$ cat config.mk
export PLATFORM = sky130hd
export DESIGN_NAME = lru_key_value_cache_core
export DESIGN_NICKNAME = d
export VERILOG_FILES = /design/src/rtl/core/lkvc_pkg.sv /design/src/rtl/core/lkvc_entry.sv /design/src/rtl/core/lru_key_value_cache_core.sv
export SDC_FILE = /design/constraint.sdc
export NUM_CORES = 2
export LEC_CHECK = 0
export BUFFER_PORTS_ARGS = -buffer_cell sky130_fd_sc_hd__buf_2
export CAP_MARGIN = 15
export CORE_ASPECT_RATIO = 1.75
export CORE_MARGIN = 1
export CORE_UTILIZATION = 50
export DETAILED_ROUTE_END_ITERATION = 8
export PLACE_DENSITY = 0.66
export SYNTH_ARGS = -nofsm -noshare
export SYNTH_HDL_FRONTEND = slang
export SYNTH_SLANG_ARGS = --single-unit
$ cat constraint.sdc
create_clock -name clk -period 12.4 [get_ports clk]
set_input_delay 2.48 -clock clk [delete_from_list [all_inputs] [get_ports clk]]
set_output_delay 2.48 -clock clk [all_outputs]
set_load 0.02 [all_outputs]
$ cat src/rtl/core/lkvc_pkg.sv
// Shared types and constants for the LRU key-value cache.
`default_nettype none
package lkvc_pkg;

    localparam int unsigned KEY_W        = 32;
    localparam int unsigned VAL_W        = 32;
    localparam int unsigned CAP_W        = 5;
    localparam int unsigned MAX_ENTRIES_DEF = 16;
    localparam logic [CAP_W-1:0] CAP_RESET = 5'd16;

    // Request operation codes
    typedef enum logic {
        CMD_GET = 1'b0,
        CMD_PUT = 1'b1
    } cmd_op_t;

    // Broadcast from the control path to every entry
    typedef struct packed {
        logic do_touch;   // hit: promote the matching entry
        logic do_insert;  // put miss: evict, age and insert
        logic write_val;  // put hit: overwrite the value
    } entry_ctl_t;

    // Status returned by each entry
    typedef struct packed {
        logic match;
        logic keep;       // valid and survives eviction
    } entry_stat_t;

endpackage
`default_nettype wire

$ cat src/rtl/core/lkvc_entry.sv
// One cache entry: key/value storage, recency rank, match and update.
`default_nettype none
module lkvc_entry #(
    parameter int unsigned RANK_W = 4
) (
    input  wire logic                    clk,
    input  wire logic                    rst_n,
    input  wire logic                    upd_en,
    input  wire lkvc_pkg::entry_ctl_t    ctl,
    input  wire logic [lkvc_pkg::KEY_W-1:0] key,
    input  wire logic [lkvc_pkg::VAL_W-1:0] value,
    input  wire logic [RANK_W-1:0]       hit_rank,
    input  wire logic [RANK_W-1:0]       evict_thr,
    input  wire logic                    slot_sel,
    output lkvc_pkg::entry_stat_t        stat,
    output logic [RANK_W-1:0]            rank,
    output logic [lkvc_pkg::VAL_W-1:0]   stored_value
);
    import lkvc_pkg::*;

    logic              valid_reg, valid_next;
    logic [RANK_W-1:0] rank_reg, rank_next;
    logic [KEY_W-1:0]  key_reg, key_next;
    logic [VAL_W-1:0]  value_reg, value_next;
    logic              match;
    logic              keep;

    // Compare the request key and check survival against the eviction threshold
    assign match = valid_reg && (key_reg == key);
    assign keep  = valid_reg && (rank_reg < evict_thr);

    assign stat         = '{match: match, keep: keep};
    assign rank         = rank_reg;
    assign stored_value = value_reg;

    // Work out the next entry contents for this request
    always_comb
    begin
        valid_next = valid_reg;
        rank_next  = rank_reg;
        key_next   = key_reg;
        value_next = value_reg;
        if (ctl.do_touch)
        begin
            if (match)
            begin
                rank_next = '0;
                if (ctl.write_val)
                begin
                    value_next = value;
                end
            end
            else if (valid_reg && (rank_reg < hit_rank))
            begin
                rank_next = rank_reg + 1'b1;
            end
        end
        else if (ctl.do_insert)
        begin
            if (slot_sel)
            begin
                valid_next = 1'b1;
                rank_next  = '0;
                key_next   = key;
                value_next = value;
            end
            else if (keep)
            begin
                rank_next = rank_reg + 1'b1;
            end
            else
            begin
                valid_next = 1'b0;
                rank_next  = '0;
            end
        end
    end

    // Hold valid and rank under reset
    always_ff @(posedge clk or negedge rst_n)
    begin
        if (!rst_n)
        begin
            valid_reg <= 1'b0;
            rank_reg  <= '0;
        end
        else if (upd_en)
        begin
            valid_reg <= valid_next;
            rank_reg  <= rank_next;
        end
    end

    // Store key and value
    always_ff @(posedge clk)
    begin
        if (upd_en)
        begin
            key_reg   <= key_next;
            value_reg <= value_next;
        end
    end

endmodule
`default_nettype wire

$ cat src/rtl/core/lru_key_value_cache_core.sv
// Top level of the LRU key-value cache: request register, entry array, result register.
// A request moves on from the request register to the result register when the latter can take it.
// Throughput: one request per cycle unless out_ready stalls the result register; the match
// over all entries and the rank update are combinational between the two registers.
// Reset: asynchronous, active low; clears all entries, ranks and pipeline valids and
// sets the capacity to sixteen. No clearing pass is needed.
`default_nettype none
module lru_key_value_cache_core #(
    parameter int unsigned MAX_ENTRIES = lkvc_pkg::MAX_ENTRIES_DEF
) (
    input  wire logic                          clk,
    input  wire logic                          rst_n,
    input  wire logic                          cfg_wr_en,
    input  wire logic [lkvc_pkg::CAP_W-1:0]    capacity_in_use,
    input  wire logic                          in_valid,
    output logic                               in_ready,
    input  wire logic                          cmd,
    input  wire logic signed [lkvc_pkg::KEY_W-1:0] lookup_key,
    input  wire logic signed [lkvc_pkg::VAL_W-1:0] put_value,
    output logic                               out_valid,
    input  wire logic                          out_ready,
    output logic                               found,
    output logic signed [lkvc_pkg::VAL_W-1:0]  read_value
);
    import lkvc_pkg::*;

    localparam int unsigned RANK_W = (MAX_ENTRIES > 1) ? $clog2(MAX_ENTRIES) : 1;
    localparam int unsigned CMP_W  = 8;

    logic [CAP_W-1:0]  cap_reg;
    logic              req_vld_reg, req_vld_next;
    cmd_op_t           req_cmd_reg;
    logic [KEY_W-1:0]  req_key_reg;
    logic [VAL_W-1:0]  req_val_reg;
    logic              res_vld_reg, res_vld_next;
    logic              res_found_reg, res_found_next;
    logic [VAL_W-1:0]  res_val_reg, res_val_next;

    logic              advance;
    logic              go;
    logic              in_take;
    entry_ctl_t        ctl;
    logic [RANK_W-1:0] hit_rank;
    logic [RANK_W-1:0] evict_thr;
    logic [VAL_W-1:0]  hit_value;
    logic              hit;

    entry_stat_t          stat_arr [MAX_ENTRIES];
    logic [RANK_W-1:0]    rank_arr [MAX_ENTRIES];
    logic [VAL_W-1:0]     value_arr [MAX_ENTRIES];
    logic [MAX_ENTRIES-1:0] match_vec;
    logic [MAX_ENTRIES-1:0] free_vec;
    logic [MAX_ENTRIES-1:0] slot_vec;

    // Handshake: the request stage moves when the result register can take it
    assign advance  = !res_vld_reg || out_ready;
    assign in_ready = !req_vld_reg || advance;
    assign in_take  = in_valid && in_ready;
    assign go       = req_vld_reg && advance;

    // Hold the capacity register
    always_ff @(posedge clk or negedge rst_n)
    begin
        if (!rst_n)
        begin
            cap_reg <= CAP_RESET;
        end
        else if (cfg_wr_en)
        begin
            cap_reg <= capacity_in_use;
        end
    end

    // Clamp the capacity to 1..MAX_ENTRIES and take one off for the rank threshold
    always_comb
    begin
        if (cap_reg == '0)
        begin
            evict_thr = '0;
        end
        else if (CMP_W'(cap_reg) >= CMP_W'(MAX_ENTRIES))
        begin
            evict_thr = RANK_W'(MAX_ENTRIES - 1);
        end
        else
        begin
            evict_thr = RANK_W'(cap_reg - 1'b1);
        end
    end

    // Request register
    assign req_vld_next = in_take ? 1'b1 : (advance ? 1'b0 : req_vld_reg);

    always_ff @(posedge clk or negedge rst_n)
    begin
        if (!rst_n)
        begin
            req_vld_reg <= 1'b0;
        end
        else
        begin
            req_vld_reg <= req_vld_next;
        end
    end

    always_ff @(posedge clk)
    begin
        if (in_take)
        begin
            req_cmd_reg <= cmd_op_t'(cmd);
            req_key_reg <= lookup_key;
            req_val_reg <= put_value;
        end
    end

    // Gather match, hit rank and hit value over all entries
    always_comb
    begin
        hit_rank  = '0;
        hit_value = '0;
        for (int i = 0; i < MAX_ENTRIES; i++)
        begin
            match_vec[i] = stat_arr[i].match;
            free_vec[i]  = !stat_arr[i].keep;
            if (stat_arr[i].match)
            begin
                hit_rank  = hit_rank | rank_arr[i];
                hit_value = hit_value | value_arr[i];
            end
        end
    end

    assign hit = |match_vec;

    // Pick the lowest free slot after eviction
    assign slot_vec = free_vec & (~free_vec + 1'b1);

    // Decode the request into entry controls
    always_comb
    begin
        ctl.do_touch  = hit;
        ctl.do_insert = !hit && (req_cmd_reg == CMD_PUT);
        ctl.write_val = req_cmd_reg == CMD_PUT;
    end

    // Entry array
    for (genvar g = 0; g < MAX_ENTRIES; g++)
    begin : g_entry
        lkvc_entry #(
            .RANK_W(RANK_W)
        ) u_entry (
            .clk         (clk),
            .rst_n       (rst_n),
            .upd_en      (go),
            .ctl         (ctl),
            .key         (req_key_reg),
            .value       (req_val_reg),
            .hit_rank    (hit_rank),
            .evict_thr   (evict_thr),
            .slot_sel    (slot_vec[g]),
            .stat        (stat_arr[g]),
            .rank        (rank_arr[g]),
            .stored_value(value_arr[g])
        );
    end

    // Result register
    assign res_vld_next   = go ? 1'b1 : (out_ready ? 1'b0 : res_vld_reg);
    assign res_found_next = hit;
    assign res_val_next   = (hit && (req_cmd_reg == CMD_GET)) ? hit_value : '0;

    always_ff @(posedge clk or negedge rst_n)
    begin
        if (!rst_n)
        begin
            res_vld_reg <= 1'b0;
        end
        else
        begin
            res_vld_reg <= res_vld_next;
        end
    end

    always_ff @(posedge clk)
    begin
        if (go)
        begin
            res_found_reg <= res_found_next;
            res_val_reg   <= res_val_next;
        end
    end

    assign out_valid  = res_vld_reg;
    assign found      = res_found_reg;
    assign read_value = res_val_reg;

    // Keys stay unique among valid entries
    a_unique_match: assert property (@(posedge clk) disable iff (!rst_n)
        req_vld_reg |-> $onehot0(match_vec))
        else $error("more than one entry matches the request key");

    // An insert always finds exactly one free slot
    a_insert_slot: assert property (@(posedge clk) disable iff (!rst_n)
        (go && ctl.do_insert) |-> $onehot(slot_vec))
        else $error("insert without a single free slot");

    // A miss returns a zero value
    a_miss_zero: assert property (@(posedge clk) disable iff (!rst_n)
        (out_valid && !found) |-> (read_value == '0))
        else $error("miss result carries a non-zero value");

    // An empty result register never blocks a request
    a_ready_free: assert property (@(posedge clk) disable iff (!rst_n)
        !res_vld_reg |-> in_ready)
        else $error("request blocked while result register is empty");

endmodule
`default_nettype wire

==> impl_metrics.py <==
metrics = {
    "critical_path": {
        "cp-end-kind": "flip-flop",
        "arrival_ns": 6.88,
        "setup.worst_path.class": "reg2reg",
        "r2r_cells": 18,
        "critPathRequiredTime_ns": 13.02,
        "critPathLaunchType": "flip-flop",
        "cp_max_fo": 40,
    },
    "global_routing": {
        "grt_max_degree": 128,
        "grt_overflow_total": 0,
        "antenna_found_initial": 0,
        "track_usage_pct": 27.0,
        "grt_pass1_wl_um": 202000,
        "first_global_vias": 30500,
    },
    "logic_synthesis": {
        "async_flop_share_pct": 7.20,
        "synth.avg_cell_area_um2": 16.0,
        "synthesis.nets": 3359,
        "syn_area_um2": 50700,
        "yosysTopAreaCellShare_pct": 66.5,
        "synth_cell_types": 66,
        "ys_ff_latch": 1209,
        "synth_edf_count": 1122,
        "ys_seq_area_share_pct": 70.8,
        "synthTopCellsByArea": "edfxtp_1 (67%), xnor2_1 (7.9%), dfrtp_1 (4.2%)",
        "ys.flop_type": "edfxtp_1",
        "synthCells": 3170,
        "yosys.area.top_type": "edfxtp_1",
        "yosys_warnings": 0,
    },
    "floorplan": {
        "die_w_um": 243,
        "coreArea_um2": 101000,
        "start_util_pct": 50.4,
        "die_h_um": 423,
        "fp-row-count": 154,
        "io_pins": 110,
        "dieArea_um2": 103000,
    },
    "power_and_ir_drop": {
        "clockPowerShare_pct": 39.6,
        "combPwrFrac_pct": 6.4,
        "p_sw_share_pct": 22.4,
        "power_density_nw_per_um2": 154,
        "switchingPower_mw": 1.95,
        "intPower_mw": 6.75,
        "finalPower_mw": 8.71,
        "ir_drop_mv": 0.220,
        "leakage_nw": 18.1,
        "seqPwrFrac_pct": 54.0,
    },
    "layout": {
        "utilization_pct": 56.3,
        "regArea_um2": 35900,
        "multi_input_area_um2": 13900,
        "final_cell_count_no_fill": 4744,
        "area_growth_pct": 11.8,
        "drive_above_1_share_pct": 13.7,
        "final_nets": 3516,
        "n_fill_cell": 7762,
        "diodes": 0,
    },
    "routing": {
        "remaining_drc_errors": 0,
        "antenna_left": 0,
        "wl_um": 138000,
        "firstDrtPassIters": 5,
        "drtIter0Drc": 2549,
        "viasPerCell": 6.25,
        "wl_per_cell_um": 29.1,
        "vias": 29600,
    },
    "run_status": {
        "outcome": "completed",
    },
    "timing": {
        "slew_headroom_pct": 22.1,
        "min_period_ns": 6.27,
        "clock.fmax_mhz": 160,
        "maxSlewViolCount": 0,
        "rsz0062_at_grt": "no",
        "worst_slack_ns": 6.13,
        "timing.final.crit_share_pct": 50.5,
        "fin_setup_tns_ns": 0,
        "setup_violations": 0,
        "worst_pin_slew_ns": 1.17,
        "hold_viol_final": 0,
        "finClkSkew_ns": 0.0209,
    },
    "placed_design": {
        "portBuffers": 109,
        "placed_cells": 4546,
        "dp_slack_ns": 6.15,
        "gp_congestion": 0.906,
        "place.detailed.hpwl_um": 82300,
    },
    "clock_network": {
        "clk_latency_ns": 0.71,
        "ctsResizeCount": 0,
        "clock_sinks": 1209,
        "ctsHtreeMaxLevel": 3,
        "postCtsSetupBuffers": 0,
        "root_buffer": "clkbuf_16",
        "numCtsBuffers": 103,
        "ctsHoldBuffers": 0,
        "cts_tree": "yes",
        "clockBufferDepth": 3,
        "clk_pin_slew_ns": 0.06,
    },
    "min_path": {
        "hold_path_class": "reg2reg",
        "hold_path_depth": 1,
    },
    "job": {
        "max-cap-violations": 0,
    },
}
## routing by layer
metal	share of wire (%)	routed length, um	global-route usage, %
met1	35	48700	30.3
met2	53	73300	49.2
met3	5.9	8110	3.18
met4	5.9	8100	16.0
met5	0	0	0
## worst max-delay path, stage by stage, from the launching register on
cell and delay, ns:
edfxtp_1 0.32, buf_4 0.31, buf_4 0.39, xnor2_1 0.16, nand4_1 0.15, nor4_1 0.81
and3_2 0.33, buf_4 0.66, a22o_1 0.25, a221oi_1 0.05, nand3_1 0.12, nor2_1 0.22
buf_4 0.28, ha_1 0.20, nand2b_1 0.17, a2111oi_0 0.75, a2111oi_4 0.21, or4_1 0.53
a21oi_1 0.19
## power groups by stage
stage	combinational, mW	sequential (mW)	clock [mW]
after global placement	0.538	4.78	0
after global routing	0.599	4.71	3.63
final	0.558	4.70	3.45
after detailed placement	0.556	4.79	0
after floorplan	0.332	4.76	0
after CTS	0.558	4.70	3.48
## cell usage after synthesis, drive strengths merged (7+ instances only)
| cell type | instances |
|---|---|
| edfxtp | 1122 |
| xnor2 | 457 |
| ha | 114 |
| nand4 | 113 |
| o21ai | 104 |
| a22o | 103 |
| a221oi | 102 |
| buf | 93 |
| dfrtp | 86 |
| a22oi | 76 |
| a21oi | 66 |
| clkbuf | 64 |
| nand2 | 63 |
| and3 | 57 |
| nand2b | 57 |
| nand3 | 50 |
| xor2 | 46 |
| inv | 44 |
| nor2 | 39 |
| a31oi | 36 |
| a2111oi | 34 |
| nor4 | 34 |
| or4 | 34 |
| o31ai | 33 |
| nor3 | 24 |
| o21a | 24 |
| or2 | 16 |
| a21o | 12 |
| nand3b | 12 |
| nor2b | 7 |
| nor4b | 7 |
## through the flow
| step | hold slack (ns) | area, um^2 |
|---|---|---|
| 2_1_floorplan | 0.463 | 50700 |
| 3_3_place_gp | 0.507 | 52800 |
| 3_5_place_dp | 0.503 | 52900 |
| 4_1_cts | 0.516 | 56600 |
| 5_1_grt | 0.536 | 56600 |
| 6_report | 0.517 | 56600 |
## cell families (layout without fill, tap and decap cells)
group | Yosys count | after routing | share of synthesized area [%]
flip-flops | 1209 | 1209 | 70.8
AO/OA/AOI/OAI | 608 | 608 | 9.29
AND/OR/NAND/NOR | 532 | 532 | 6.16
XOR/XNOR | 503 | 503 | 8.70
buffers and inverters | 201 | 449 | 2.16
adder cells (fa/ha/maj) | 114 | 114 | 2.82
multiplexers | 3 | 3 | 0.0667
## area by class of cell
cell class	count	share of cell area [%]
sequential	1209	63.4
multi-input combinational	1760	24.5
clock buffer	130	5.06
tap	1326	2.93
timing repair buffer	209	2.43
clock inverter	66	1.39
inverter	44	0.305
## cell usage in the layout, fill, tap and decap left out, types with 8 or more instances in the layout
cell type / n
a21o_1: 9
a21oi_1: 64
nand2_1: 58
or2_2: 16
clkinv_2: 14
clkbuf_16: 108
a221oi_1: 102
xor2_1: 46
nor4_1: 30
a2111oi_4: 14
buf_4: 96
a31oi_1: 36
edfxtp_1: 1122
inv_1: 43
nand4_1: 113
a22o_1: 103
clkbuf_1: 14
and3_2: 11
and3_1: 45
buf_2: 108
o21ai_0: 93
nand3b_1: 12
a2111oi_0: 16
nor3_1: 22
nor2_1: 30
nand3_1: 50
o21a_1: 24
a22oi_1: 76
clkbuf_8: 8
o31ai_1: 31
bufinv_16: 16
dfrtp_1: 86
xnor2_1: 457
clkinv_1: 18
ha_1: 114
or4_1: 34
nand2b_1: 56
## final timing paths
path / from / to / slack (ns)
worst max-delay path: req_key_reg[9]$_DFFE_PP_ / g_entry[10].u_entry.rank[3]$_DFFE_PN0P_ / 6.13
worst min-delay path: g_entry[5].u_entry.valid_reg$_DFFE_PN0P_ / g_entry[5].u_entry.valid_reg$_DFFE_PN0P_ / 0.52
worst max register to register: req_key_reg[9]$_DFFE_PP_ / g_entry[10].u_entry.rank[3]$_DFFE_PN0P_ / 6.13
worst min register to register: g_entry[5].u_entry.valid_reg$_DFFE_PN0P_ / g_entry[5].u_entry.valid_reg$_DFFE_PN0P_ / 0.52
max in group asynchronous: rst_n / g_entry[6].u_entry.rank[0]$_DFFE_PN0P_ / 9.37
min in group asynchronous: rst_n / cap_reg[1]$_DFFE_PN0P_ / 1.65
Power figures use the tool's default switching activity.
